## src/rtl/msc_ram.sv

```systemverilog
`default_nettype none

module msc_ram #(
    parameter int WIDTH = 32,
    parameter int DEPTH = 64,
    parameter int ADDR_W = (DEPTH > 1) ? $clog2(DEPTH) : 1
) (
    input  wire logic              clk,
    input  wire logic              we,
    input  wire logic [ADDR_W-1:0] waddr,
    input  wire logic [WIDTH-1:0]  wdata,
    input  wire logic              re,
    input  wire logic [ADDR_W-1:0] raddr,
    output logic      [WIDTH-1:0]  rdata
);

    logic [WIDTH-1:0] mem [DEPTH];

    always_ff @(posedge clk)
    begin
        if (we)
        begin
            mem[waddr] <= wdata;
        end
        // read data holds while no read is issued
        if (re)
        begin
            rdata <= mem[raddr];
        end
    end

endmodule

`default_nettype wire

```

## config.mk

```make
export PLATFORM = sky130hd
export DESIGN_NAME = msc_ram
export DESIGN_NICKNAME = d
export VERILOG_FILES = /design/src/rtl/msc_ram.sv
export SDC_FILE = /design/constraint.sdc
export NUM_CORES = 2
export LEC_CHECK = 0
export BUFFER_PORTS_ARGS = -buffer_cell sky130_fd_sc_hd__buf_2
export CAP_MARGIN = 15
export CORE_MARGIN = 10
export CORE_UTILIZATION = 60
export CTS_CLUSTER_DIAMETER = 80
export DETAILED_ROUTE_END_ITERATION = 6
export PLACE_DENSITY = 0.87
export RECOVER_POWER = 25
export SLEW_MARGIN = 10
export SYNTH_ARGS = -nofsm -noshare
export SYNTH_HDL_FRONTEND = slang
export SYNTH_SLANG_ARGS = --single-unit
```

## constraint.sdc

```tcl
create_clock -name clk -period 4.3 [get_ports clk]
set_input_delay 0.215 -clock clk [delete_from_list [all_inputs] [get_ports clk]]
set_output_delay 0.215 -clock clk [all_outputs]
set_load 0.05 [all_outputs]
```

==> reports/metrics.cfg <==
[run_status]
status = finished, violations left
violations = design-rule violations, max-capacitance violations, max-slew violations

[yosys]
syn_area_mm2 = 0.07884
ys_ff_latch = 2080
syn_nets = 3371
syn_avg_cell_area_um2 = 23.72
yosysWarnings = 0
yosysSeqAreaShare_pct = 79.23
synth_edf_count = 2080
ys.flop_type = edfxtp_1
synth_cell_types = 33
syn_inst = 3324
async_reset_ff_share_pct = 0

[pwr]
vdd_drop_max_mv = 0.4988
power.density_mw_per_mm2 = 469.2
leakagePower_nw = 27.54

[layout]
nFillCells = 6959
layout-drive-gt1-share_pct = 29.12
final_util_pct = 68.16
nets = 3650
syn_to_final_growth_pct = 12.39

[clock_tree]
cts_htree_levels = 4
cts_resized = 0
clock_path_buffers = 3
clkLatencyLatePin_ns = 0.85
cts_root_buf = clkbuf_16
cts_buffers = 188
clk_pin_slew_ns = 0.07
cts_tree = yes
clock_sinks = 2080

[floorplan]
die_w_um = 382.5
core_area_mm2 = 0.1300
boundaryPins = 79
die_area_mm2 = 0.1463
die_y_um = 382.5
num_rows = 132
initial_core_util_pct = 60.65

[route]
wl_per_cell_um = 44.09
drtIter0Drc = 9051
drtPass1Iterations = 7
ant_nets = 0
drc = 22
vias_per_cell = 7.595
via_count = 41800
wirelength_um = 242600

[timing]
fin_crit_sh_pct = 77.87
slew_violations = 927
fin_skew_ns = 0.04828
finalSetupViolCount = 0
finalHoldViolations = 0
tns_ns = 0
min_period_ns = 3.348
worst_slew_pin_slew_ns = 3.796
rsz0062_at_grt = false
fmax_ghz = 0.2987
relSlewSlack_pct = -153.1

[placed_design]
place_hpwl_um = 122400
gp_congestion = 0.8383
io_buffers = 78

[global_route]
grt_max_degree = 81
grtUsageMet3_pct = 10.85
grtUsageMet1_pct = 40.62
first_global_vias = 42050
grt_use_total_pct = 33.13
grt_util_met2_pct = 51.49
busiest_layer = met2
overflow = 0
grt_pass1_wl_um = 337700
antenna_found_initial = 19

[run]
cap_viol_max_count = 15

[critical_path]
worst-setup-path-type = primary input to register
cp_max_fo = 55
cp-start-kind = primary input
end_kind = register
cp_data_arrival_time_ns = 3.87
reg2reg_slack_ns = 1.23
critPathRequiredTime_ns = 4.82

[worst_hold_path]
hp-class = primary input to register

## worst paths after layout
kind / start / to / cells past startpoint
setup / recovery: raddr[0] / rdata[18] / 7
hold / removal: waddr[1] / mem[51][4] / 3
hold reg to reg: mem[13][8] / rdata[8] / 4
setup reg to reg: mem[19][18] / rdata[18] / 4
## Yosys cell counts (all sizes together) (7+ instances only)
cell | count | area (um2)
nor2 | 137 | 514.2
a22oi | 12 | 90.09
buf | 108 | 608.1
nor3 | 7 | 35.03
mux2i | 93 | 930.9
nand2 | 26 | 97.59
nand2b | 8 | 50.05
a311oi | 8 | 70.07
o22ai | 84 | 525.5
clkbuf | 74 | 277.8
mux4 | 544 | 12250
nor2b | 15 | 93.84
o221ai | 27 | 236.5
a21oi | 62 | 310.3
edfxtp | 2080 | 62460
## kinds of logic after synthesis
kind of cell	Yosys count	synth area share, %
AO/OA/AOI/OAI	202	1.666
buffers and inverters	182	1.124
multiplexers	637	16.72
flip-flops	2080	79.23
AND/OR/NAND/NOR	223	1.260
## sequential cells by signal, summed over array words and instances (netlist names)
| name | flops |
|---|---|
| mem | 2048 |
| rdata | 32 |
## final cells by class
type	instances	area, um2	share of cell area (%)
Antenna cell	4	10.01	0.01130
Clock inverter	104	900.9	1.017
Clock buffer	240	4921	5.554
Multi-Input combinational cell	1062	15970	18.03
Timing Repair Buffer	271	2155	2.432
Sequential cell	2080	62460	70.50
Tap cell	1742	2180	2.460
## repair_timing
item | CTS | global route
hold buffers | 1 | 18
endpoints found under the hold margin | 16 | 257
setup buffers | 0 | 0
## metal layers
layer | vias up | share of wire (%)
met5 | - | 0.065
met4 | 26 | 7.7
met3 | 1109 | 16
met2 | 4917 | 47
met1 | 20890 | 29
li1 | 14860 | -
## through the flow
stage | std cells | area, um2 | setup WS (ns) | hold WS, ns | power [mW]
2_1_floorplan | 3324 | 78840 | 0.9252 | 0.3139 | 24.16
3_3_place_gp | 5126 | 82440 | 0.2874 | 0.6796 | 25.07
3_5_place_dp | 5128 | 82460 | 0.2994 | 0.6958 | 25.19
4_1_cts | 5473 | 88290 | 1.080 | 0.01900 | 41.38
5_1_grt | 5499 | 88590 | 1.031 | 0.1539 | 42.21
6_report | 5503 | 88600 | 0.9517 | 0.1537 | 41.57
## power by group
part	leakage (nW)	switching (mW)	total [mW]	internal, mW
clock	2.83	7.91	16.6	8.66
combinational	5.98	1.62	2.40	0.779
sequential	18.7	0.0975	22.6	22.5
total	27.5	9.63	41.6	31.9
## critical path: stages
cell,delay [ns]
buf_8,0.49
buf_4,0.39
buf_12,0.27
mux4_2,0.55
mux4_2,0.47
o22ai_1,1.02
nor2_1,0.31
## cells in the final DEF (no fill, tap or decap), types with 7 or more instances in the layout
master,n
dlygate4sd3_1,19
mux2i_1,93
nor2_4,62
nor2_1,75
clkinv_1,42
a22oi_1,12
clkbuf_1,75
o22ai_1,83
a21oi_1,62
nand2b_1,7
nand2_1,26
a311oi_1,8
bufinv_16,8
buf_12,21
o221ai_1,27
clkbuf_16,189
buf_2,52
mux4_2,544
nor2b_1,15
buf_4,150
edfxtp_1,2080
clkinv_2,32
(Power assumes the default switching activity.)
